[src/hdl/scrl_ram.sv]
// Generic single-port RAM with registered read data.
module scrl_ram #(
  parameter int WIDTH = 8,
  parameter int DEPTH = 256
) (
  input  logic                     clk,
  input  logic                     we,
  input  logic [$clog2(DEPTH)-1:0] addr,
  input  logic [WIDTH-1:0]         wdata,
  output logic [WIDTH-1:0]         rdata
);

  logic [WIDTH-1:0] mem [DEPTH];

  always_ff @(posedge clk) begin
    if (we) begin
      mem[addr] <= wdata;
    end
    rdata <= mem[addr];
  end

endmodule

[config.mk]
export PLATFORM = sky130hd
export DESIGN_NAME = scrl_ram
export DESIGN_NICKNAME = d
export VERILOG_FILES = /design/src/hdl/scrl_ram.sv
export SDC_FILE = /design/constraint.sdc
export NUM_CORES = 2
export LEC_CHECK = 0
export BUFFER_PORTS_ARGS = -buffer_cell sky130_fd_sc_hd__buf_2
export CORE_MARGIN = 2
export CORE_UTILIZATION = 34
export DETAILED_ROUTE_END_ITERATION = 16
export PLACE_DENSITY = 0.47
export SLEW_MARGIN = 20
export SYNTH_ARGS = -nofsm -noshare
export SYNTH_HDL_FRONTEND = slang
export SYNTH_SLANG_ARGS = --single-unit
[constraint.sdc]
create_clock -name clk -period 3.05 [get_ports clk]
set_clock_uncertainty 0.15 [all_clocks]
set_input_delay 0.1525 -clock clk [delete_from_list [all_inputs] [get_ports clk]]
set_output_delay 0.1525 -clock clk [all_outputs]
set_load 0.02 [all_outputs]
==> results_dict.tcl <==
set metrics [dict create \
    synth_cell_type_count 22 \
    crit_arrival_ps 3560 \
    drv_cap 0 \
    syn-instance-count 3547 \
    synth_nets 3565 \
    cts_root_buffer "clkbuf_16" \
    clk_latency_ps 860 \
    final_cells 7359 \
    cts_setup_buffers 0 \
    ys_seq_area_share_pct 78.6 \
    grt_max_degree 104 \
    p_sw_mw 13.1 \
    fillers 20104 \
    drc 0 \
    drt-pass1-iter-count 7 \
    required_ps 3620 \
    endpoint_kind "register" \
    dieArea_um2 235000 \
    p_leak_nw 29.6 \
    p_int_mw 47.7 \
    first_global_vias 40331 \
    hold_path.startpoint "we" \
    ys_ff_latch 2056 \
    chipHeight_um 484 \
    synthFlopType "edfxtp_1" \
    synth_common_cells "edfxtp_1, mux4_2, a22oi_1, nor2_1, clkbuf_1" \
    yosysTopAreaCellShare_pct 78.3 \
    combinationalPowerShare_pct 4.9 \
    slew_headroom_pct 20.4 \
    fin_crit_sh_pct 97.8 \
    cts_tree "built" \
    die_w_um 484 \
    synth.area.top_cells "edfxtp_1, mux4_2, a22oi_1" \
    grt_pass1_wl_um 307000 \
    finalSetupTns_ps 0 \
    crit_fanout 1 \
    port_buffers 25 \
    cts_sinks 2056 \
    synth_edf_count 2048 \
    ff_latch_area_um2 61700 \
    hpwlAfterDp_um 135000 \
    startpoint_type "register" \
    synth-async-reset-ratio_pct 0 \
    drv_slew 0 \
    num_vias 38654 \
    cts.htree.levels 4 \
    rsz0062_at_grt "false" \
    overflow 0 \
    drive_above_1_share_pct 33.4 \
    gp_congestion 0.781 \
    drt_iter0_markers 3951 \
    dp.cells 6933 \
    switching_share_pct 21.6 \
    rows 176 \
    synth_top_area_cell "edfxtp_1" \
    start_util_pct 34.2 \
    clk_pin_slew_ps 60 \
    seqPwrFrac_pct 51.3 \
    yosysWarnings 0 \
    yosysMostFrequentCell "edfxtp_1" \
    antenna_found_initial 12 \
    hold_viol 0 \
    power_density_nw_per_um2 646 \
    path_class "register to register" \
    r2r_start "mem[170][3]" \
    period_needed_ps 2980 \
    fin_nets 4157 \
    drt-total-wl_um 215000 \
    post_drt_wl_per_cell_um 29.2 \
    min_path_type "input port to register" \
    drt-vias-per-instance 5.25 \
    cp-startpoint "mem[170][3]" \
    clock.fmax_mhz 335 \
    clock_power_share_pct 43.8 \
    place_worst_setup_slack_ps -630 \
    multiInputGateArea_um2 15900 \
    grt_use_total_pct 18.2 \
    worstMarginPinSlew_ps 1180 \
    postSynthAreaPerCell_um2 22.1 \
    finalWorstSetupSlack_ps 66.3 \
    cts_max_path_buffers 3 \
    setup_viol 0 \
    io_pins 26 \
    ant_nets 0 \
    status "finished, final reports clean" \
    area_growth_pct 19.9 \
    coreArea_um2 230000 \
    cts_buffers 216 \
    ir_worst_vdd_v 0.000639 \
    syn_area_um2 78500 \
]
[power groups by stage]
stage / registers, mW / clock network, mW / logic [mW]
after CTS: 31.2 / 27.2 / 3.08
after global routing: 31.2 / 28.3 / 3.21
final: 31.2 / 26.6 / 3.00
after global placement: 31.8 / 0 / 3.04
after floorplan: 31.8 / 0 / 1.38
after detailed placement: 31.8 / 0 / 3.06
[area by class of cell]
type | instances | share of cell area, %
sequential | 2056 | 65.5
tap | 3026 | 4.02
timing repair buffer | 606 | 5.90
inverter | 1 | 0.00399
clock inverter | 139 | 1.71
antenna | 6 | 0.0160
clock buffer | 267 | 5.95
multi-input combinational | 1258 | 16.9
[registers in the layout, summed over array words and instances (netlist names)]
register / flops
rdata: 8
mem: 2048
[cells in the final DEF, fill, tap and decap left out, types with 2 or more instances in the layout]
cell type and count:
buf_2 15, a22oi_1 256, buf_12 74, nand2_1 25
or2_2 2, bufinv_16 27, o41ai_1 23, nor2b_4 2
clkinvlp_4 7, clkinv_8 5, nand2b_2 2, o41ai_2 9
nand3_2 8, nand4_1 8, inv_6 5, dfxtp_1 8
nor2b_1 5, clkinv_4 3, nor2_1 231, diode_2 6
nand2_2 3, nand2b_1 4, inv_16 2, clkbuf_1 51
clkbuf_16 216, buf_8 10, mux4_2 512, dlygate4sd3_1 14
edfxtp_1 2048, clkinv_2 41, a21oi_1 128, clkinv_1 42
and2_1 2, nand3_1 5, nor3_1 30, buf_4 493
clkinv_16 6
[final timing paths]
check | endpoint | slack [ps] | cells after the start
worst max-delay path | rdata[3] | 70 | 6
worst min-delay path | mem[4][4] | 60 | 4
worst max register to register | rdata[3] | 70 | 6
worst min register to register | rdata[2] | 830 | 5
[metrics by stage]
step	utilization [%]	cell area, um2	power [mW]	hold slack [ps]
final	41.0	94100	60.8	56.2
after CTS	41.0	94100	61.5	17.1
after global placement	37.7	86700	34.8	455
after global routing	41.0	94100	62.7	71.1
after detailed placement	37.8	86700	34.9	459
after floorplan	-	78500	33.2	101
[metal layers]
metal  track usage (%)  routed length (um)  vias to the layer above
met3              2.77               11300                      268
met4              4.35                4410                        6
met5                 0                  42                        -
li1                  -                   -                    16321
met2              29.7              104000                     1097
met1              25.8               94500                    20962
[repair_timing]
item,CTS,global route
pin swaps,0,0
gates resized for setup,1,1
gates cloned,0,0
setup endpoints to repair,1,1
hold buffers,14,0
hold endpoints to repair,1733,0
[cells by family after synthesis]
family | share of synthesized area [%]
buffers and inverters | 1.40
muxes | 14.7
DFF | 78.6
AOI/OAI and AO/OA | 3.62
and+or+nand+nor | 1.73
[worst max-delay path: stages (launching register included)]
cell	delay [ps]
edfxtp_1	360
mux4_2	470
a22oi_1	280
a21oi_1	200
o41ai_1	1080
buf_4	250
nand4_1	70
Power figures use the tool's default switching activity.
