File: config.mk
export PLATFORM = sky130hd
export DESIGN_NAME = scrl_pick
export DESIGN_NICKNAME = d
export VERILOG_FILES = /design/src/hdl/scrl_pkg.sv /design/src/hdl/scrl_pick.sv
export SDC_FILE = /design/constraint.sdc
export NUM_CORES = 1
export LEC_CHECK = 0
export BUFFER_PORTS_ARGS = -buffer_cell sky130_fd_sc_hd__buf_4
export CAP_MARGIN = 20
export CORE_MARGIN = 2
export CORE_UTILIZATION = 30
export DETAILED_ROUTE_END_ITERATION = 8
export GPL_TIMING_DRIVEN = 0
export PLACE_DENSITY = 0.52
export SLEW_MARGIN = 15
export SYNTH_ARGS = -nofsm -noshare
export SYNTH_HDL_FRONTEND = slang
export SYNTH_SLANG_ARGS = --single-unit
File: constraint.sdc
create_clock -name clk -period 5.05 [get_ports clk]
set_clock_uncertainty 0.15 [all_clocks]
set_input_delay 0.2525 -clock clk [delete_from_list [all_inputs] [get_ports clk]]
set_output_delay 0.2525 -clock clk [all_outputs]
set_load 0.02 [all_outputs]
File: src/hdl/scrl_pkg.sv
// Shared constants, payload types and tables of the sorted cell region labeler.
package scrl_pkg;

  localparam int GRID_WIDTH   = 256;
  localparam int GRID_HEIGHT  = 256;
  localparam int MAX_SEGMENTS = 4096;
  localparam int VALUE_BITS   = 16;

  localparam int COORD_W = 8;
  localparam int ID_W    = 13;
  localparam int CLASS_W = 2;
  localparam int CELLS   = GRID_WIDTH * GRID_HEIGHT;
  localparam int ADDR_W  = $clog2(CELLS);
  localparam int SEG_AW  = $clog2(MAX_SEGMENTS);
  localparam int NB_W    = 3;
  localparam int HITS_W  = 2;

  localparam int PADDR_W = 3;
  localparam int PDATA_W = 32;
  localparam logic [PADDR_W-1:0] REG_PICK_LOWER = 3'd0;

  localparam logic [CLASS_W-1:0] CLS_INTERIOR = 2'd0;
  localparam logic [CLASS_W-1:0] CLS_BOUNDARY = 2'd1;
  localparam logic [CLASS_W-1:0] CLS_SEED     = 2'd2;
  localparam logic [CLASS_W-1:0] CLS_NODATA   = 2'd3;

  // Neighbour walk: (0,+1) (+1,+1) (+1,0) (+1,-1) (0,-1) (-1,-1) (-1,0) (-1,+1)
  localparam logic signed [1:0] NB_DX [8] = '{2'sd0, 2'sd1, 2'sd1, 2'sd1,
                                              2'sd0, -2'sd1, -2'sd1, -2'sd1};
  localparam logic signed [1:0] NB_DY [8] = '{2'sd1, 2'sd1, 2'sd0, -2'sd1,
                                              -2'sd1, -2'sd1, 2'sd0, 2'sd1};

  typedef struct packed {
    logic [COORD_W-1:0]           cell_x;
    logic [COORD_W-1:0]           cell_y;
    logic signed [VALUE_BITS-1:0] cell_value;
    logic                         cell_valid;
  } in_item_t;

  typedef struct packed {
    logic [ID_W-1:0]              segment_id;
    logic signed [VALUE_BITS-1:0] seed_value;
    logic [CLASS_W-1:0]           feature_class;
    logic                         overflow;
  } out_item_t;

  // One word of the cell store: label and sample of a grid position.
  typedef struct packed {
    logic [ID_W-1:0]              label;
    logic signed [VALUE_BITS-1:0] value;
  } cell_entry_t;

  typedef struct packed {
    logic clear;
    logic eval;
  } pick_ctrl_t;

endpackage

File: src/hdl/scrl_pick.sv
// Shared compare unit: folds one neighbour per cycle into the best label and hit count.
module scrl_pick (
  input  logic                                    clk,
  input  logic                                    rst,
  input  scrl_pkg::pick_ctrl_t                    ctrl,
  input  logic                                    pick_lower,
  input  logic [scrl_pkg::ID_W-1:0]               nb_label,
  input  logic signed [scrl_pkg::VALUE_BITS-1:0]  nb_value,
  output logic [scrl_pkg::ID_W-1:0]               best_label,
  output logic [scrl_pkg::HITS_W-1:0]             hits
);

  logic signed [scrl_pkg::VALUE_BITS-1:0] best_value;
  logic                                   hit;
  logic                                   better;
  logic [scrl_pkg::HITS_W-1:0]            hits_next;

  assign hit = ctrl.eval && (nb_label != '0) && (nb_label != best_label);
  assign better = (hits == '0) ||
                  (pick_lower ? (nb_value < best_value) : (nb_value > best_value));
  // Only none, one and more than one matter: saturate at two.
  assign hits_next = (hits == 2'd2) ? hits : hits + 2'd1;

  always_ff @(posedge clk) begin
    if (rst || ctrl.clear) begin
      hits       <= '0;
      best_label <= '0;
    end else if (hit) begin
      hits <= hits_next;
      if (better) begin
        best_label <= nb_label;
      end
    end
  end

  always_ff @(posedge clk) begin
    if (hit && better) begin
      best_value <= nb_value;
    end
  end

endmodule

==> run metrics <==
layout cells sized above 1 a little under a quarter; vias in the first global route 1425; via count 1415; Core ar. 0.00557 sq mm; first-pass GRT wire length 6490 um; CTS tree yes; H-tree Lvls 2; dpl hpwl ~2900 um; initial antenna violation count 0; fin. max-slew vios 0; gpl congestion roughly 0.76; Max-Cap Viols 0; Cell Area, Synth 0.00176 sq mm; Synth cell types 31; Worst Hold Depth 1; cts repair resizes 0; Ys Warns 0; final setup vio count 0; r2r setup slk around 2.3 ns; worst r2r src best_value[15]; FF-to-FF path depth 7; crit path DAT about 2.9 ns; Crit path required time 4.87 ns; worst hold endpoint best_value[3]; register bit total from synthesis 31; crit path kind in -> reg; power per cell area approximately 260 mW/mm^2; Initial DRC Count between 70 and 80; # hold bufs at CTS 6; Lkg Pwr 0.00110 uW; Area growth syn-to-layout 39.3%; Fmax achieved 330 MHz; Slew @ Worst Pin between 0.5 and 0.6 ns; GR Overflow Total 0; Max rail drop VDD 0.0000866 V; Syn Area/Cell 10.2 sq um; Pre-antenna DRT Iters 4; register area share after synthesis 44.4%; clock buffer depth 2; Die ar. 0.00649 sq mm; Hold Vio Cnt, Final 0; worst min-delay path class in -> reg; I/O Pins 49; Filler cells 545; crit share post-route 60.0%; type of origin of the critical path input port; Syn Nets 224; clock root buffer clkbuf_8; Finished Layout Cells 314; CTS Buf Count 5; CTS sink count 31; Vias/cell 4.51; GRT Total Usage 13.1%; FP Rows 27; setup TNS 0 ns; insertion delay to the later sink of the worst-skew pair between 0.2 and 0.3 ns; starting density of the core 31.5%; worst hold start nb_value[3]; Final min period 3.03 ns; DRC violations left 0; setup bufs post-CTS 0; relative slew slack 66.1%; largest net degree at the start of global routing 26; dpl cells 292; worst setup margin a little over 2 ns; Worst-path clk slew 0.06 ns; ANT cells 0; Syn Inst Count 172; worst-path fanout max 25; Layout Nets 293; status complete, no violations; crit end category flip-flop; worst flop-to-flop path endpoint best_value[13]; PortBufs 48; final WL roughly 3800 um; RSZ-0062 raised after global routing false; chip height 80.6 um; worst slack at placement 2.25 ns; post-route antenna net violation count 0; routed len/inst between 10 and 15 um; Die Span X around 81 um
## where the power goes
part,internal (uW),leakage (uW),switching [uW],total [uW]
registers,282,0.000275,6.56,288
clock network,124,0.0000515,90.0,214
logic,62.5,0.000770,62.0,124
## flip-flops by register name, summed over array words and instances (netlist names)
signal      cells
best_value     16
hits            2
best_label     13
## cells by family (layout without fill, tap and decap cells)
logic type / count (synthesis) / in the layout / synth area share (%)
simple gates: 51 / 51 / 13.5
flops: 31 / 31 / 44.4
buf+inv: 24 / 94 / 5.77
compound gates: 20 / 20 / 8.61
fa+ha+maj: 18 / 18 / 12.8
xor+xnor: 14 / 14 / 6.98
mux: 14 / 14 / 7.97
## cell usage in the layout (no fill, tap or decap), types with 2 or more instances in the layout
master and count:
a21oi_1 7, buf_4 48, clkbuf_1 3, clkbuf_8 7, dfxtp_1 15, dlygate4sd3_1 14, edfxtp_1 16, ha_1 18
inv_1 21, mux2i_1 14, nand2_1 29, nand4_1 5, nor2_1 4, nor2b_1 2, nor3_1 4, nor4_1 4
o21ai_0 2, xnor2_1 6, xor2_1 8
## critical path, cell delays in order
cell,delay [ns]
dlygate4sd3_1,0.53
buf_4,0.14
ha_1,0.28
nor2b_1,0.12
o211ai_1,0.10
a2111o_1,0.42
a31o_1,0.27
a211oi_4,0.43
buf_8,0.29
## cells in the mapped netlist
library cell  number  share of area (%)
o211a_1            1               0.57
a21oi_1            7                2.0
nand2b_1           1               0.36
a211oi_4           1                1.1
a2111o_1           1               0.64
clkbuf_1           2               0.43
ha_1              18                 13
xor2_1             8                4.0
mux2i_1           14                8.0
a32oi_1            1               0.50
edfxtp_1          16                 27
inv_1             21                4.5
nor2_1             4               0.85
a41oi_1            1               0.50
nor4_1             4                1.4
dfxtp_1           15                 17
a31o_1             1               0.50
a31oi_1            1               0.36
o221ai_1           1               0.50
nand3_1            1               0.28
o41ai_1            1               0.50
nand4_2            1               0.71
nand4_1            5                1.8
o21ai_0            2               0.57
a21o_1             1               0.43
nand2_1           29                6.2
nor2b_1            2               0.71
xnor2_1            6                3.0
nor3_1             4                1.1
o211ai_1           1               0.43
buf_8              1               0.85
## metal layers
metal	part of all wire, %	GRT usage (%)	routed length [um]	vias up
li1	-	-	-	737
met1	47	16.0	1800	633
met2	44	20.9	1670	39
met5	0	0	0	-
met4	1.5	4.58	58	0
met3	7.4	5.17	282	6
## metrics by stage
stage | total power [uW] | instance area (sq um) | hold slack, ns | utilization (%)
after floorplan | 362 | 1760 | 0.179 | -
after global placement | 411 | 2210 | 0.288 | 39.6
after detailed placement | 412 | 2210 | 0.289 | 39.6
after CTS | 635 | 2370 | 0.000428 | 42.5
after global routing | 665 | 2450 | 0.00128 | 43.9
final | 627 | 2450 | 0.0118 | 43.9
## area by class of cell
| cell class | count | area, sq um | area share (%) |
|---|---|---|---|
| clock buffers | 8 | 100 | 4.09 |
| repair buffers | 62 | 500 | 20.4 |
| plain buffers | 3 | 22.5 | 0.920 |
| well taps | 72 | 90.1 | 3.68 |
| inverters | 21 | 78.8 | 3.22 |
| multi-input cells | 117 | 876 | 35.8 |
| flip-flops and latches | 31 | 781 | 31.9 |
## worst max path at each step
stage / from / to / depth (start not counted)
after floorplan: best_value[15] / best_value[0] / 7
after global placement: nb_value[15] / best_value[2] / 7
after detailed placement: nb_value[15] / best_value[2] / 7
final: nb_value[1] / best_value[13] / 9
after CTS: nb_value[14] / best_value[2] / 8
after global routing: nb_value[1] / best_value[2] / 9
(Power assumes the default switching activity.)
